--- config.mk ---
export PLATFORM = sky130hd
export DESIGN_NAME = audio_envelope_tier_hysteresis_flat
export DESIGN_NICKNAME = d
export VERILOG_FILES = /design/src/rtl/core/aeth_pkg.sv /design/src/rtl/core/aeth_ifs.sv /design/src/rtl/core/aeth_front.sv /design/src/rtl/core/aeth_queue.sv /design/src/rtl/core/aeth_back.sv /design/src/rtl/core/audio_envelope_tier_hysteresis.sv /design/src/flat_wrapper.sv
export SDC_FILE = /design/constraint.sdc
export NUM_CORES = 1
export LEC_CHECK = 0
export BUFFER_PORTS_ARGS = -buffer_cell sky130_fd_sc_hd__buf_2
export CORE_ASPECT_RATIO = 1.25
export CORE_MARGIN = 2
export CORE_UTILIZATION = 60
export DETAILED_ROUTE_END_ITERATION = 8
export GPL_ROUTABILITY_DRIVEN = 0
export HOLD_SLACK_MARGIN = 0.02
export PLACE_DENSITY = 0.78
export SLEW_MARGIN = 20
export SYNTH_ARGS = -nofsm -noshare
export SYNTH_HDL_FRONTEND = slang
export SYNTH_SLANG_ARGS = --single-unit
--- constraint.sdc ---
create_clock -name clock -period 24 [get_ports clock]
set_input_delay 3.6 -clock clock [delete_from_list [all_inputs] [get_ports clock]]
set_output_delay 3.6 -clock clock [all_outputs]
set_load 0.005 [all_outputs]
--- src/rtl/core/aeth_pkg.sv ---
// ----------------------------------------------------------------------------
// aeth_pkg
// Shared types and constants of the audio envelope tier hysteresis block.
// ----------------------------------------------------------------------------
package aeth_pkg;

   localparam int SAMPLE_W   = 8;
   localparam int COEFF_W    = 8;
   localparam int LEVEL_W    = 9;
   localparam int ENV_W      = 17;
   localparam int PROD_W     = ENV_W + COEFF_W;
   localparam int TIER_W     = 2;
   localparam int SCALE_W    = 16;
   localparam int CSR_INDEX_W = 3;
   localparam int CSR_DATA_W  = 9;

   localparam int QUEUE_DEPTH_DEF = 2;

   localparam logic [COEFF_W-1:0] ATTACK_RST      = 8'd80;
   localparam logic [COEFF_W-1:0] RELEASE_RST     = 8'd240;
   localparam logic [LEVEL_W-1:0] LOW_TO_MID_RST  = 9'd25;
   localparam logic [LEVEL_W-1:0] MID_TO_LOW_RST  = 9'd15;
   localparam logic [LEVEL_W-1:0] MID_TO_HIGH_RST = 9'd65;
   localparam logic [LEVEL_W-1:0] HIGH_TO_MID_RST = 9'd45;

   // peak magnitude that maps to the full level
   localparam logic [SAMPLE_W-1:0] PEAK_MAX   = 8'd128;
   localparam logic [LEVEL_W-1:0]  LEVEL_CLIP = 9'd255;

   localparam logic [SCALE_W-1:0] SCALE_LOW_Q8  = 16'd30720;
   localparam logic [SCALE_W-1:0] SCALE_MID_Q8  = 16'd51200;
   localparam logic [SCALE_W-1:0] SCALE_HIGH_Q8 = 16'd65280;

   localparam logic [TIER_W-1:0] TIER_LOW  = 2'd0;
   localparam logic [TIER_W-1:0] TIER_MID  = 2'd1;
   localparam logic [TIER_W-1:0] TIER_HIGH = 2'd2;

   typedef enum logic [CSR_INDEX_W-1:0] {
      CSR_ATTACK      = 3'd0,
      CSR_RELEASE     = 3'd1,
      CSR_LOW_TO_MID  = 3'd2,
      CSR_MID_TO_LOW  = 3'd3,
      CSR_MID_TO_HIGH = 3'd4,
      CSR_HIGH_TO_MID = 3'd5
   } csr_index_type;

   typedef enum logic [2:0] {
      BK_IDLE,
      BK_MUL1,
      BK_ADD1,
      BK_MUL2,
      BK_ADD2,
      BK_DONE
   } back_state_type;

   typedef struct packed {
      logic [COEFF_W-1:0] attack_coeff;
      logic [COEFF_W-1:0] release_coeff;
      logic [LEVEL_W-1:0] low_to_mid_above;
      logic [LEVEL_W-1:0] mid_to_low_below;
      logic [LEVEL_W-1:0] mid_to_high_above;
      logic [LEVEL_W-1:0] high_to_mid_below;
   } cfg_type;

   // one frame-end job handed from front to back
   typedef struct packed {
      logic [SAMPLE_W-1:0] peak;
      logic                capture;
   } job_type;

   typedef struct packed {
      logic empty;
      logic full;
   } queue_status_type;

   typedef struct packed {
      logic               busy;
      logic [SCALE_W-1:0] scale;
   } back_status_type;

endpackage

--- src/rtl/core/aeth_ifs.sv ---
// ----------------------------------------------------------------------------
// aeth channel interfaces
// Request, response and register-write channels with valid/ready handshake.
// ----------------------------------------------------------------------------
interface aeth_req_if;
   logic                              valid;
   logic                              ready;
   logic signed [aeth_pkg::SAMPLE_W-1:0] sample;
   logic                              channel_active;
   logic                              capture_ok;
   logic                              playing;
   logic                              last_in_frame;

   modport source (output valid, sample, channel_active, capture_ok, playing,
                   last_in_frame, input ready);
   modport sink   (input valid, sample, channel_active, capture_ok, playing,
                   last_in_frame, output ready);
endinterface

interface aeth_rsp_if;
   logic                              valid;
   logic                              ready;
   logic [aeth_pkg::LEVEL_W-1:0]      render_level;
   logic [aeth_pkg::LEVEL_W-1:0]      tier_level;
   logic [aeth_pkg::TIER_W-1:0]       tier;
   logic [7:0]                        brightness_scale;

   modport source (output valid, render_level, tier_level, tier, brightness_scale,
                   input ready);
   modport sink   (input valid, render_level, tier_level, tier, brightness_scale,
                   output ready);
endinterface

interface aeth_csr_if;
   logic                              valid;
   logic                              ready;
   logic [aeth_pkg::CSR_INDEX_W-1:0]  index;
   logic [aeth_pkg::CSR_DATA_W-1:0]   data;

   modport source (output valid, index, data, input ready);
   modport sink   (input valid, index, data, output ready);
endinterface

--- src/rtl/core/aeth_front.sv ---
// ----------------------------------------------------------------------------
// aeth_front
// Accepts sample words, tracks the frame peak and queues one job per frame end while playing.
// ----------------------------------------------------------------------------
module aeth_front
   import aeth_pkg::*;
(
   input  logic              clock,
   input  logic              reset,
   aeth_req_if.sink          req_chan,
   input  queue_status_type  q_status,
   output logic              push,
   output job_type           push_job
);

   logic [SAMPLE_W-1:0] peak_ff;
   logic [SAMPLE_W-1:0] peak_in;
   logic [SAMPLE_W-1:0] mag;
   logic [SAMPLE_W-1:0] peak_upd;
   logic                accept;

   assign req_chan.ready = !q_status.full;
   assign accept         = req_chan.valid && req_chan.ready;

   // two's complement magnitude, -128 gives 128
   assign mag = req_chan.sample[SAMPLE_W-1] ? (~req_chan.sample + 1'b1)
                                             : req_chan.sample;

   always_comb begin
      peak_upd = peak_ff;
      if (req_chan.channel_active && (mag > peak_ff)) begin
         peak_upd = mag;
      end
   end

   always_comb begin
      peak_in = peak_ff;
      push    = 1'b0;
      if (accept) begin
         if (!req_chan.playing) begin
            if (req_chan.last_in_frame) begin
               peak_in = '0;
            end
         end else if (req_chan.last_in_frame) begin
            push    = 1'b1;
            peak_in = '0;
         end else begin
            peak_in = peak_upd;
         end
      end
   end

   assign push_job.peak    = peak_upd;
   assign push_job.capture = req_chan.capture_ok;

   always_ff @(posedge clock) begin
      if (reset) begin
         peak_ff <= '0;
      end else begin
         peak_ff <= peak_in;
      end
   end

endmodule

--- src/rtl/core/aeth_queue.sv ---
// ----------------------------------------------------------------------------
// aeth_queue
// Small job queue between the front and back ends.
// ----------------------------------------------------------------------------
module aeth_queue
   import aeth_pkg::*;
#(
   parameter int DEPTH = QUEUE_DEPTH_DEF
)
(
   input  logic              clock,
   input  logic              reset,
   input  logic              push,
   input  job_type           push_job,
   input  logic              pop,
   output job_type           pop_job,
   output queue_status_type  status
);

   localparam int PtrW = $clog2(DEPTH);
   localparam int CntW = $clog2(DEPTH + 1);

   job_type         entry_ff [DEPTH];
   logic [PtrW-1:0] wr_ptr_ff;
   logic [PtrW-1:0] wr_ptr_in;
   logic [PtrW-1:0] rd_ptr_ff;
   logic [PtrW-1:0] rd_ptr_in;
   logic [CntW-1:0] count_ff;
   logic [CntW-1:0] count_in;
   logic            do_push;
   logic            do_pop;

   assign status.empty = (count_ff == '0);
   assign status.full  = (count_ff == CntW'(DEPTH));
   assign do_push      = push && !status.full;
   assign do_pop       = pop && !status.empty;
   assign pop_job      = entry_ff[rd_ptr_ff];

   always_comb begin
      wr_ptr_in = wr_ptr_ff;
      rd_ptr_in = rd_ptr_ff;
      count_in  = count_ff;
      if (do_push) begin
         wr_ptr_in = (wr_ptr_ff == PtrW'(DEPTH - 1)) ? '0 : wr_ptr_ff + 1'b1;
      end
      if (do_pop) begin
         rd_ptr_in = (rd_ptr_ff == PtrW'(DEPTH - 1)) ? '0 : rd_ptr_ff + 1'b1;
      end
      if (do_push && !do_pop) begin
         count_in = count_ff + 1'b1;
      end else if (do_pop && !do_push) begin
         count_in = count_ff - 1'b1;
      end
   end

   always_ff @(posedge clock) begin
      if (reset) begin
         wr_ptr_ff <= '0;
         rd_ptr_ff <= '0;
         count_ff  <= '0;
      end else begin
         wr_ptr_ff <= wr_ptr_in;
         rd_ptr_ff <= rd_ptr_in;
         count_ff  <= count_in;
      end
   end

   always_ff @(posedge clock) begin
      if (do_push) begin
         entry_ff[wr_ptr_ff] <= push_job;
      end
   end

endmodule

--- src/rtl/core/aeth_back.sv ---
// ----------------------------------------------------------------------------
// aeth_back
// Runs the two envelope steps on one shared multiplier, then the tier
// classifier and scale smoothing, and holds the response word.
// ----------------------------------------------------------------------------
module aeth_back
   import aeth_pkg::*;
(
   input  logic             clock,
   input  logic             reset,
   input  cfg_type          cfg,
   input  logic             job_valid,
   input  job_type          job,
   output logic             job_pop,
   aeth_rsp_if.source       rsp_chan,
   output back_status_type  status
);

   back_state_type      state_ff;
   back_state_type      state_in;
   job_type             job_ff;
   logic [ENV_W-1:0]    env_ff;
   logic [ENV_W-1:0]    env_in;
   logic [PROD_W-1:0]   prod_ff;
   logic [LEVEL_W-1:0]  render_ff;
   logic [TIER_W-1:0]   tier_ff;
   logic [TIER_W-1:0]   tier_in;
   logic [SCALE_W-1:0]  scale_ff;
   logic [SCALE_W-1:0]  scale_in;
   logic                rsp_valid_ff;
   logic                rsp_valid_in;
   logic [LEVEL_W-1:0]  rsp_render_ff;
   logic [LEVEL_W-1:0]  rsp_tier_level_ff;
   logic [TIER_W-1:0]   rsp_tier_ff;
   logic [7:0]          rsp_scale_ff;

   logic                out_free;
   logic                load_job;
   logic                load_prod;
   logic                load_env;
   logic                load_render;
   logic                finish;

   logic [LEVEL_W-1:0]  level;
   logic [ENV_W-1:0]    target;
   logic                rising;
   logic [ENV_W-1:0]    diff;
   logic [ENV_W-1:0]    mul_a;
   logic [COEFF_W-1:0]  mul_b;
   logic [PROD_W-1:0]   product;
   logic [ENV_W-1:0]    step;
   logic [ENV_W-1:0]    env_step;
   logic [LEVEL_W-1:0]  tier_level;
   logic [SCALE_W-1:0]  scale_target;

   assign out_free = !rsp_valid_ff || rsp_chan.ready;

   // next state
   always_comb begin
      state_in = state_ff;
      case (state_ff)
         BK_IDLE: if (job_valid) state_in = BK_MUL1;
         BK_MUL1: state_in = BK_ADD1;
         BK_ADD1: state_in = BK_MUL2;
         BK_MUL2: state_in = BK_ADD2;
         BK_ADD2: state_in = BK_DONE;
         BK_DONE: if (out_free) state_in = BK_IDLE;
         default: state_in = BK_IDLE;
      endcase
   end

   // control outputs
   always_comb begin
      load_job    = 1'b0;
      load_prod   = 1'b0;
      load_env    = 1'b0;
      load_render = 1'b0;
      finish      = 1'b0;
      case (state_ff)
         BK_IDLE: load_job = job_valid;
         BK_MUL1, BK_MUL2: load_prod = 1'b1;
         BK_ADD1: begin
            load_env    = 1'b1;
            load_render = 1'b1;
         end
         BK_ADD2: load_env = 1'b1;
         BK_DONE: finish = out_free;
         default: load_job = 1'b0;
      endcase
   end

   assign job_pop = load_job;

   // envelope datapath
   assign level   = (job_ff.peak > PEAK_MAX) ? LEVEL_CLIP : {job_ff.peak, 1'b0};
   assign target  = {level, 8'b0};
   assign rising  = target > env_ff;
   assign diff    = rising ? (target - env_ff) : (env_ff - target);
   assign mul_a   = job_ff.capture ? diff : env_ff;
   assign mul_b   = (job_ff.capture && rising) ? cfg.attack_coeff : cfg.release_coeff;
   assign product = PROD_W'(mul_a) * PROD_W'(mul_b);
   assign step    = prod_ff[PROD_W-1:8];

   always_comb begin
      if (!job_ff.capture) begin
         env_step = step;
      end else if (rising) begin
         env_step = env_ff + step;
      end else begin
         env_step = env_ff - step;
      end
   end

   assign env_in = load_env ? env_step : env_ff;

   // tier hysteresis on the level after the second step
   assign tier_level = env_ff[ENV_W-1:8];

   always_comb begin
      tier_in = tier_ff;
      case (tier_ff)
         TIER_LOW: begin
            if (tier_level > cfg.low_to_mid_above) tier_in = TIER_MID;
         end
         TIER_MID: begin
            // above-test wins when the mid thresholds overlap
            if (tier_level > cfg.mid_to_high_above) begin
               tier_in = TIER_HIGH;
            end else if (tier_level < cfg.mid_to_low_below) begin
               tier_in = TIER_LOW;
            end
         end
         default: begin
            if (tier_level < cfg.high_to_mid_below) tier_in = TIER_MID;
         end
      endcase
   end

   always_comb begin
      case (tier_in)
         TIER_LOW: scale_target = SCALE_LOW_Q8;
         TIER_MID: scale_target = SCALE_MID_Q8;
         default:  scale_target = SCALE_HIGH_Q8;
      endcase
      if (scale_target > scale_ff) begin
         scale_in = scale_ff + ((scale_target - scale_ff) >> 2);
      end else begin
         scale_in = scale_ff - ((scale_ff - scale_target) >> 3);
      end
   end

   always_comb begin
      rsp_valid_in = rsp_valid_ff;
      if (finish) begin
         rsp_valid_in = 1'b1;
      end else if (rsp_chan.ready) begin
         rsp_valid_in = 1'b0;
      end
   end

   always_ff @(posedge clock) begin
      if (reset) begin
         state_ff     <= BK_IDLE;
         env_ff       <= '0;
         tier_ff      <= TIER_LOW;
         scale_ff     <= SCALE_LOW_Q8;
         rsp_valid_ff <= 1'b0;
      end else begin
         state_ff     <= state_in;
         env_ff       <= env_in;
         rsp_valid_ff <= rsp_valid_in;
         if (finish) begin
            tier_ff  <= tier_in;
            scale_ff <= scale_in;
         end
      end
   end

   always_ff @(posedge clock) begin
      if (load_job) begin
         job_ff <= job;
      end
      if (load_prod) begin
         prod_ff <= product;
      end
      if (load_render) begin
         render_ff <= env_step[ENV_W-1:8];
      end
      if (finish) begin
         rsp_render_ff     <= render_ff;
         rsp_tier_level_ff <= tier_level;
         rsp_tier_ff       <= tier_in;
         rsp_scale_ff      <= scale_in[SCALE_W-1:8];
      end
   end

   assign rsp_chan.valid            = rsp_valid_ff;
   assign rsp_chan.render_level     = rsp_render_ff;
   assign rsp_chan.tier_level       = rsp_tier_level_ff;
   assign rsp_chan.tier             = rsp_tier_ff;
   assign rsp_chan.brightness_scale = rsp_scale_ff;

   assign status.busy  = (state_ff != BK_IDLE);
   assign status.scale = scale_ff;

endmodule

--- src/rtl/core/audio_envelope_tier_hysteresis.sv ---
// ----------------------------------------------------------------------------
// audio_envelope_tier_hysteresis
// Frame-peak envelope follower with attack/release steps, three-tier
// hysteresis classifier and smoothed brightness scale.
//
//   channel    dir  handshake      payload
//   req_chan   in   valid/ready    sample, channel_active, capture_ok,
//                                  playing, last_in_frame
//   rsp_chan   out  valid/ready    render_level, tier_level, tier,
//                                  brightness_scale
//   csr_chan   in   valid/ready    index, data (ready always high)
//
// A sample word that does not end a frame at most updates the frame peak.
// A frame-end word while playing is queued; the back end takes it through
// job pickup, two multiply/add envelope steps on one 17x8 multiplier,
// classify and smooth, and then registers its response.
// Synchronous reset; no clearing pass, the block takes words right after.
// req_chan stalls only when the job queue is full; a stalled response
// holds the back end in its final step while the front keeps going.
// ----------------------------------------------------------------------------
module audio_envelope_tier_hysteresis
   import aeth_pkg::*;
#(
   parameter int QUEUE_DEPTH = QUEUE_DEPTH_DEF
)
(
   input  logic        clock,
   input  logic        reset,
   aeth_req_if.sink    req_chan,
   aeth_rsp_if.source  rsp_chan,
   aeth_csr_if.sink    csr_chan
);

   cfg_type           cfg_ff;
   logic              push;
   job_type           push_job;
   logic              pop;
   job_type           pop_job;
   queue_status_type  q_status;
   back_status_type   b_status;

   assign csr_chan.ready = 1'b1;

   always_ff @(posedge clock) begin
      if (reset) begin
         cfg_ff.attack_coeff      <= ATTACK_RST;
         cfg_ff.release_coeff     <= RELEASE_RST;
         cfg_ff.low_to_mid_above  <= LOW_TO_MID_RST;
         cfg_ff.mid_to_low_below  <= MID_TO_LOW_RST;
         cfg_ff.mid_to_high_above <= MID_TO_HIGH_RST;
         cfg_ff.high_to_mid_below <= HIGH_TO_MID_RST;
      end else if (csr_chan.valid && csr_chan.ready) begin
         case (csr_index_type'(csr_chan.index))
            CSR_ATTACK:      cfg_ff.attack_coeff      <= csr_chan.data[COEFF_W-1:0];
            CSR_RELEASE:     cfg_ff.release_coeff     <= csr_chan.data[COEFF_W-1:0];
            CSR_LOW_TO_MID:  cfg_ff.low_to_mid_above  <= csr_chan.data;
            CSR_MID_TO_LOW:  cfg_ff.mid_to_low_below  <= csr_chan.data;
            CSR_MID_TO_HIGH: cfg_ff.mid_to_high_above <= csr_chan.data;
            CSR_HIGH_TO_MID: cfg_ff.high_to_mid_below <= csr_chan.data;
            default:         cfg_ff <= cfg_ff;
         endcase
      end
   end

   aeth_front u_front (
      .clock    (clock),
      .reset    (reset),
      .req_chan (req_chan),
      .q_status (q_status),
      .push     (push),
      .push_job (push_job)
   );

   aeth_queue #(
      .DEPTH (QUEUE_DEPTH)
   ) u_queue (
      .clock    (clock),
      .reset    (reset),
      .push     (push),
      .push_job (push_job),
      .pop      (pop),
      .pop_job  (pop_job),
      .status   (q_status)
   );

   aeth_back u_back (
      .clock     (clock),
      .reset     (reset),
      .cfg       (cfg_ff),
      .job_valid (!q_status.empty),
      .job       (pop_job),
      .job_pop   (pop),
      .rsp_chan  (rsp_chan),
      .status    (b_status)
   );

`ifndef SYNTHESIS
   // a frame end while playing always leaves work queued or running
   a_frame_end_queued: assert property (@(posedge clock) disable iff (reset)
      (req_chan.valid && req_chan.ready && req_chan.playing && req_chan.last_in_frame)
      |=> (!q_status.empty || b_status.busy))
      else $error("frame-end word lost between front and back");

   a_scale_range: assert property (@(posedge clock) disable iff (reset)
      (b_status.scale >= SCALE_LOW_Q8) && (b_status.scale <= SCALE_HIGH_Q8))
      else $error("smoothed scale left its target range");

   a_tier_level_range: assert property (@(posedge clock) disable iff (reset)
      rsp_chan.valid |-> (rsp_chan.tier_level <= 9'd256) && (rsp_chan.render_level <= 9'd256))
      else $error("envelope level above full scale");

   a_queue_flags: assert property (@(posedge clock) disable iff (reset)
      !(q_status.empty && q_status.full))
      else $error("job queue both empty and full");
`endif

endmodule

--- src/flat_wrapper.sv ---
// flat-port wrapper written by rule: the top's interface ports become plain ports
module audio_envelope_tier_hysteresis_flat import aeth_pkg::*;
#(
   parameter int QUEUE_DEPTH = QUEUE_DEPTH_DEF
)
  (clock, reset, req_chan_valid, req_chan_sample, req_chan_channel_active, req_chan_capture_ok, req_chan_playing, req_chan_last_in_frame, req_chan_ready, rsp_chan_valid, rsp_chan_render_level, rsp_chan_tier_level, rsp_chan_tier, rsp_chan_brightness_scale, rsp_chan_ready, csr_chan_valid, csr_chan_index, csr_chan_data, csr_chan_ready);
  aeth_req_if req_chan_i ();
  aeth_rsp_if rsp_chan_i ();
  aeth_csr_if csr_chan_i ();
  input  logic clock;
  input  logic reset;
  input wire logic [$bits(req_chan_i.valid)-1:0] req_chan_valid;
  input wire logic [$bits(req_chan_i.sample)-1:0] req_chan_sample;
  input wire logic [$bits(req_chan_i.channel_active)-1:0] req_chan_channel_active;
  input wire logic [$bits(req_chan_i.capture_ok)-1:0] req_chan_capture_ok;
  input wire logic [$bits(req_chan_i.playing)-1:0] req_chan_playing;
  input wire logic [$bits(req_chan_i.last_in_frame)-1:0] req_chan_last_in_frame;
  output wire logic [$bits(req_chan_i.ready)-1:0] req_chan_ready;
  output wire logic [$bits(rsp_chan_i.valid)-1:0] rsp_chan_valid;
  output wire logic [$bits(rsp_chan_i.render_level)-1:0] rsp_chan_render_level;
  output wire logic [$bits(rsp_chan_i.tier_level)-1:0] rsp_chan_tier_level;
  output wire logic [$bits(rsp_chan_i.tier)-1:0] rsp_chan_tier;
  output wire logic [$bits(rsp_chan_i.brightness_scale)-1:0] rsp_chan_brightness_scale;
  input wire logic [$bits(rsp_chan_i.ready)-1:0] rsp_chan_ready;
  input wire logic [$bits(csr_chan_i.valid)-1:0] csr_chan_valid;
  input wire logic [$bits(csr_chan_i.index)-1:0] csr_chan_index;
  input wire logic [$bits(csr_chan_i.data)-1:0] csr_chan_data;
  output wire logic [$bits(csr_chan_i.ready)-1:0] csr_chan_ready;
  assign req_chan_i.valid = req_chan_valid;
  assign req_chan_i.sample = req_chan_sample;
  assign req_chan_i.channel_active = req_chan_channel_active;
  assign req_chan_i.capture_ok = req_chan_capture_ok;
  assign req_chan_i.playing = req_chan_playing;
  assign req_chan_i.last_in_frame = req_chan_last_in_frame;
  assign req_chan_ready = req_chan_i.ready;
  assign rsp_chan_valid = rsp_chan_i.valid;
  assign rsp_chan_render_level = rsp_chan_i.render_level;
  assign rsp_chan_tier_level = rsp_chan_i.tier_level;
  assign rsp_chan_tier = rsp_chan_i.tier;
  assign rsp_chan_brightness_scale = rsp_chan_i.brightness_scale;
  assign rsp_chan_i.ready = rsp_chan_ready;
  assign csr_chan_i.valid = csr_chan_valid;
  assign csr_chan_i.index = csr_chan_index;
  assign csr_chan_i.data = csr_chan_data;
  assign csr_chan_ready = csr_chan_i.ready;
  audio_envelope_tier_hysteresis #(.QUEUE_DEPTH(QUEUE_DEPTH)) u_core (.clock(clock), .reset(reset), .req_chan(req_chan_i), .rsp_chan(rsp_chan_i), .csr_chan(csr_chan_i));
endmodule
; Word level (Yosys, flattened, before mapping)
; Memory sizes are Yosys's and may differ from the RTL's. A register that Yosys moved wholly into a read port is not among the register bits.
; Index checks and enable logic that the tools add are counted.
[word_totals]
out_inout_bits = 31
elab_cells = 128
mem_bits_rw = 18
input_bits = 29
n_memories = 1
register_bits = 165
[mem_list]
columns = name, depth, word_bits, rd, rd_clocked_by_memory_dff, wr, line_no
row1 = u_core.u_queue.entry_ff, 2, 9, 1, 1, 1, aeth_queue.sv:23  ; job_type entry_ff [DEPTH];
[classes]
reduce_logical = 31
bitwise = 1
n_eq_ne = 15
n_mul = 1
order_cmp = 8
mux = 37
add_sub_neg = 13
[op_table]
columns = cell, count
row1 = 17-bit two-way mux, 4
row2 = 17-bit subtractor, 3
row3 = 8-bit two-way mux, 6
row4 = 16-bit one-hot mux with 2 select lines, 1
row5 = 16-bit subtractor, 2
row6 = 17-bit by 8-bit multiplier with 25-bit output, 1
row7 = 9-bit > comparator, 2
row8 = 9-bit < comparator, 2
row9 = 3-bit one-hot mux with 6 select lines, 1
row10 = 17-bit adder, 1
row11 = 17-bit > comparator, 1
row12 = 16-bit by 14-bit adder with 16-bit output, 1
row13 = 16-bit > comparator, 1
row14 = 16-bit two-way mux, 1
row15 = 2-bit AND reduction, 8
row16 = 16-bit by 13-bit subtractor with 16-bit output, 1
row17 = 1-bit two-way mux, 14
row18 = "3-bit by 2-bit == test with 1-bit output, second input constant", 4
row19 = "3-bit == test, second input constant", 4
row20 = 2-bit two-way mux, 6
row21 = 9-bit two-way mux, 1
row22 = "8-bit by 1-bit adder with 8-bit output, second input constant", 1
row23 = 8-bit > comparator, 1
row24 = "8-bit > comparator, second input constant", 1
row25 = 17 further kinds, 38

; Depth between registers and ports, before layout
[depth]
ltp_word = 9
ltp_mapped = 35
ltp_nobuf = 33

; Modules after synthesis
; A second synthesis with hierarchy kept.
[unflattened]
hier_cells = 1793
area_unflattened_um2 = 16191.8
[modules_own_cells]
columns = module, area_per_inst_um2, seq_area_each_um2, cells_per_inst, n_inst
row1 = aeth_back, 12366.9, 2672.6, 1427, 1
row2 = audio_envelope_tier_hysteresis, 2079.5, 1041.0, 197, 1
row3 = aeth_front, 880.8, 160.2, 116, 1
row4 = aeth_queue, 864.6, 640.6, 53, 1

; Worst setup path before layout
; OpenSTA, ideal clock, no wires.
[synth_timing]
kind = reg2reg
from = register u_core.u_back.job_ff[5] (netlist name)
to = register u_core.u_back.prod_ff[24] (data pin)
path_slack_ps = 16141
required_ps = 23740
n_path_buf = 2
setup_time_ps = 260
t_arrival_ps = 7599
period_less_slack_ps = 7859
path_stages_with_launch = 31
path_cell_list = edfxtp_1 -> nor4b_1 -> nand2_1 -> nand2_1 -> nand2b_1 -> ha_1 -> and2_4 -> a221o_1 -> a2111o_1 -> o211ai_4 -> buf_2 -> mux2i_1 -> clkbuf_1 -> nor2_1 -> fa_1 -> fa_1 -> fa_1 -> inv_1 -> fa_1 -> inv_1 -> ha_1 -> a21o_1 -> a21o_1 -> a21o_1 -> a21o_1 -> a21oi_1 -> o21ai_0 -> a32oi_2 -> a211oi_1 -> a21oi_2 -> xnor2_1
[synth_via]
elab_chain_cells = 6
word_cells_on_any_way = 10
classes_between = add/sub: 2 / mul: 1 / order compare: 2 / mux: 4 / reduce/logical: 1
[synth_rtl]
columns = element, line_no
row1 = 8-bit > comparator, aeth_back.sv:95  ; assign level = (job_ff.peak > PEAK_MAX) ? LEVEL_CLIP : {job_ff.peak, 1'b0};
row2 = 9-bit two-way mux *, aeth_back.sv:95
row3 = 17-bit subtractor / 17-bit > comparator (equally long branches), "aeth_back.sv:98, aeth_back.sv:97"
row4 = 17-bit two-way mux / 1-bit logical AND (equally long branches), "aeth_back.sv:98, aeth_back.sv:100"
row5 = 17-bit two-way mux / 8-bit two-way mux (equally long branches), "aeth_back.sv:99, aeth_back.sv:100"
row6 = 17-bit by 8-bit multiplier with 25-bit output *, aeth_back.sv:101  ; assign product = PROD_W'(mul_a) * PROD_W'(mul_b);
row7 = named net u_core.u_back.product[24], aeth_back.sv:50  ; logic [PROD_W-1:0] product;
row8 = "end signal, assigned", aeth_back.sv:184  ; prod_ff <= product;
row9 = "end, declared", aeth_back.sv:24  ; logic [PROD_W-1:0] prod_ff;
; Mark *: on every way through the listed nets, which the timed path passes. The rest lies on a longest branch.
; A chain may end at the register's enable or synchronous reset.

; Worst setup path in the final report
[layout_timing]
from = register u_core.u_back.job_ff[5] (netlist name)
to = register u_core.u_back.prod_ff[24] (data pin)
[layout_via]
elab_chain_cells = 6
word_cells_on_any_way = 10
classes_between = add/sub: 2 / mul: 1 / order compare: 2 / mux: 4 / reduce/logical: 1
[layout_rtl]
columns = element, line_no
row1 = 8-bit > comparator, aeth_back.sv:95
row2 = 9-bit two-way mux *, aeth_back.sv:95
row3 = 17-bit subtractor / 17-bit > comparator (equally long branches), "aeth_back.sv:98, aeth_back.sv:97"
row4 = 17-bit two-way mux / 1-bit logical AND (equally long branches), "aeth_back.sv:98, aeth_back.sv:100"
row5 = 17-bit two-way mux / 8-bit two-way mux (equally long branches), "aeth_back.sv:99, aeth_back.sv:100"
row6 = 17-bit by 8-bit multiplier with 25-bit output *, aeth_back.sv:101
row7 = named net u_core.u_back.product[24], aeth_back.sv:50
; Marks and branches as above.

==> flow_summary.json <==
{
  "row_count": 65,
  "crit_path_top_delay_cell": "xnor2_1",
  "outcome": "complete, no violations",
  "cts_buffer_depth": 2,
  "cp_num_cells": 29,
  "track_usage_pct": 26.8,
  "synth_mux_area_share_pct": 4.48,
  "dr_total_vias": 12300,
  "cts_sinks": 184,
  "synth_area_per_cell_um2": 8.91,
  "r2r-end": "u_core.u_back.prod_ff[24]$_DFFE_PP_",
  "cp_max_fo": 18,
  "nets": 2050,
  "slew_viol_final": 0,
  "final_hold_viol_count": 0,
  "ant_nets": 0,
  "synthAdderAreaFrac_pct": 24.1,
  "tns_ns": 0,
  "synth_compound_area_share_pct": 13.1,
  "clkTransAtPathRegs_ns": 0.07,
  "io_pins": 60,
  "cts_buffers": 17,
  "route.met3.wl_um": 1480,
  "finalWirelength_um": 35100,
  "die-area_um2": 27100,
  "fmax_mhz": 119,
  "min_period_ns": 8.37,
  "yosysSeqAreaShare_pct": 29.1,
  "root_buffer": "clkbuf_16",
  "maxSlewHeadroom_pct": 26.8,
  "die_height_um": 183,
  "async_reset_ff_share_pct": 0,
  "drc_errors": 0,
  "post-route-period-util_pct": 34.9,
  "coreArea_um2": 25300,
  "clock_skew_ns": 0.00559,
  "r2r_setup_slack_ns": 15.63,
  "cts_setup_buffers": 0,
  "cts_resized": 0,
  "worstMarginPinSlew_ns": 1.10,
  "whs_ns": 0.427,
  "endpoint": "u_core.u_back.prod_ff[24]$_DFFE_PP_",
  "min_from": "u_core.u_back.render_ff[3]$_DFFE_PP_",
  "grt_first_pass_wirelength_um": 58700,
  "crit_path_max_incr_delay_ns": 0.63,
  "end_kind": "flop",
  "startpoint": "u_core.u_back.job_ff[5]$_DFFE_PP_",
  "synth_most_common_cell": "nor2_1",
  "critPathBufInv": 2,
  "synth_seq_cells": 184,
  "hold_path_class": "flop to flop",
  "dieWidth_um": 148,
  "synthTopCellsByArea": "edfxtp_1, dfxtp_1, fa_1",
  "rsz0062_at_grt": "false",
  "synth_top_flop_cell": "dfxtp_1",
  "via_per_inst": 5.80,
  "netlist_top_cells_count": "nor2_1, inv_1, nand2_1, ha_1, a21oi_1",
  "numPortBuffers": 58,
  "yosys.area_share.simple_pct": 17.2,
  "grt_pass1_vias": 12500,
  "cap_viol_max_count": 0,
  "worstPathArrival_ns": 8.56,
  "top_layer": "met4",
  "path_class": "flop to flop",
  "start_util_pct": 61.1,
  "synth-xor-area-share_pct": 5.95,
  "synth_top_area_share_pct": 15.7,
  "yosys_warnings": 0,
  "postSynthCellCount": 1735,
  "clock_latency_ns": 0.43,
  "wl_met2_um": 17700,
  "overflow": 0,
  "met1_length_um": 14600,
  "syn-num-nets": 2005,
  "synth_edf_count": 81,
  "drt-initial-drc-count": 769,
  "tritoncts": "done",
  "cts_htree_levels": 4,
  "rr_worst_depth": 29,
  "diodes": 0,
  "synth_top_family_by_area": "adder cells",
  "postCtsHoldBufs": 0,
  "first_pass_iters": 6,
  "synth_top_area_cell": "edfxtp_1",
  "worstSetupStartpointType": "flop",
  "place_hpwl_um": 26900,
  "syn_area_um2": 15500,
  "critPathRequiredTime_ns": 24.18,
  "r2r-start": "u_core.u_back.job_ff[5]$_DFFE_PP_",
  "path_delay_family": "compound AO/OA/AOI/OAI gates",
  "drive_above_1_share_pct": 9.20,
  "grt_antenna_before_repair": 0,
  "grt_max_degree": 79,
  "setup_viol": 0,
  "synthToLayoutAreaGrowth_pct": 7.96,
  "routedWlPerCell_um": 16.5,
  "ys_types": 73
}
## registers in the layout (all words and copies together), names as in the netlist, 9 cells and up
signal and flops:
u_core.cfg_ff 52, u_core.u_back.env_ff 17, u_core.u_back.scale_ff 16, u_core.u_back.render_ff 9, u_core.u_back.job_ff 9, u_core.u_back.prod_ff 17, u_core.u_back.rsp_chan.tier_level 9, u_core.u_back.rsp_chan.render_level 9
u_core.u_queue.entry_ff 18
## area by class of cell
cell class                 count  area, um2
clock buffer                  20        437
multi-input combinational   1307      10000
fill                        2039       8610
inverter                     192        721
sequential                   184       4490
tap                          335        419
timing repair buffer          78        440
clock inverter                12        126
## routing by layer
metal	track usage (%)	vias up
li1	-	5968
met1	31.9	5935
met2	47.8	354
met3	3.90	90
met4	11.9	0
met5	0	-
## cell usage in the layout, fill, tap and decap left out, types with 26 or more instances in the layout
cell type	n
nor3_1	28
nand2b_1	37
fa_1	93
ha_1	148
xor2_1	32
dfxtp_1	103
edfxtp_1	81
xnor2_1	73
mux2i_1	44
nor2_1	219
inv_1	192
nand3_1	29
nand2_1	156
a21oi_1	112
buf_2	58
o21ai_0	46
a21o_1	26
## how the worst min path moves through the flow
stage,endpoint,slack [ns],cells after the start
after floorplan,u_core.u_back.rsp_chan.render_level[0]$_DFFE_PP_,0.40,0
after global placement,u_core.u_back.rsp_chan.render_level[0]$_DFFE_PP_,0.41,0
after detailed placement,u_core.u_back.rsp_chan.render_level[3]$_DFFE_PP_,0.41,0
after CTS,u_core.u_back.rsp_chan.render_level[3]$_DFFE_PP_,0.43,0
after global routing,u_core.u_back.rsp_chan.render_level[8]$_DFFE_PP_,0.44,0
final,u_core.u_back.rsp_chan.render_level[3]$_DFFE_PP_,0.43,0
## logic make-up (layout without fill, tap and decap cells)
kind of cell             Yosys count  in the layout
XOR/XNOR                         105            105
multiplexers                      66             66
buffers and inverters            244            302
flip-flops                       184            184
other                              1              1
AND/OR/NAND/NOR                  579            579
AO/OA/AOI/OAI                    314            314
adder cells (fa/ha/maj)          242            242
## per-stage QoR
stage / util [%] / setup slack [ns] / instances / cell area, um2
after CTS: 66.0 / 15.66 / 2128 / 16700
after floorplan: - / 16.14 / 1735 / 15500
after global placement: 63.7 / 15.80 / 2096 / 16100
after detailed placement: 63.7 / 15.68 / 2096 / 16100
after global routing: 66.0 / 15.11 / 2128 / 16700
final: 66.0 / 15.63 / 2128 / 16700
Power is not shown: default switching activity piles up to over one toggle a cycle in this logic, so the estimate is an artifact.
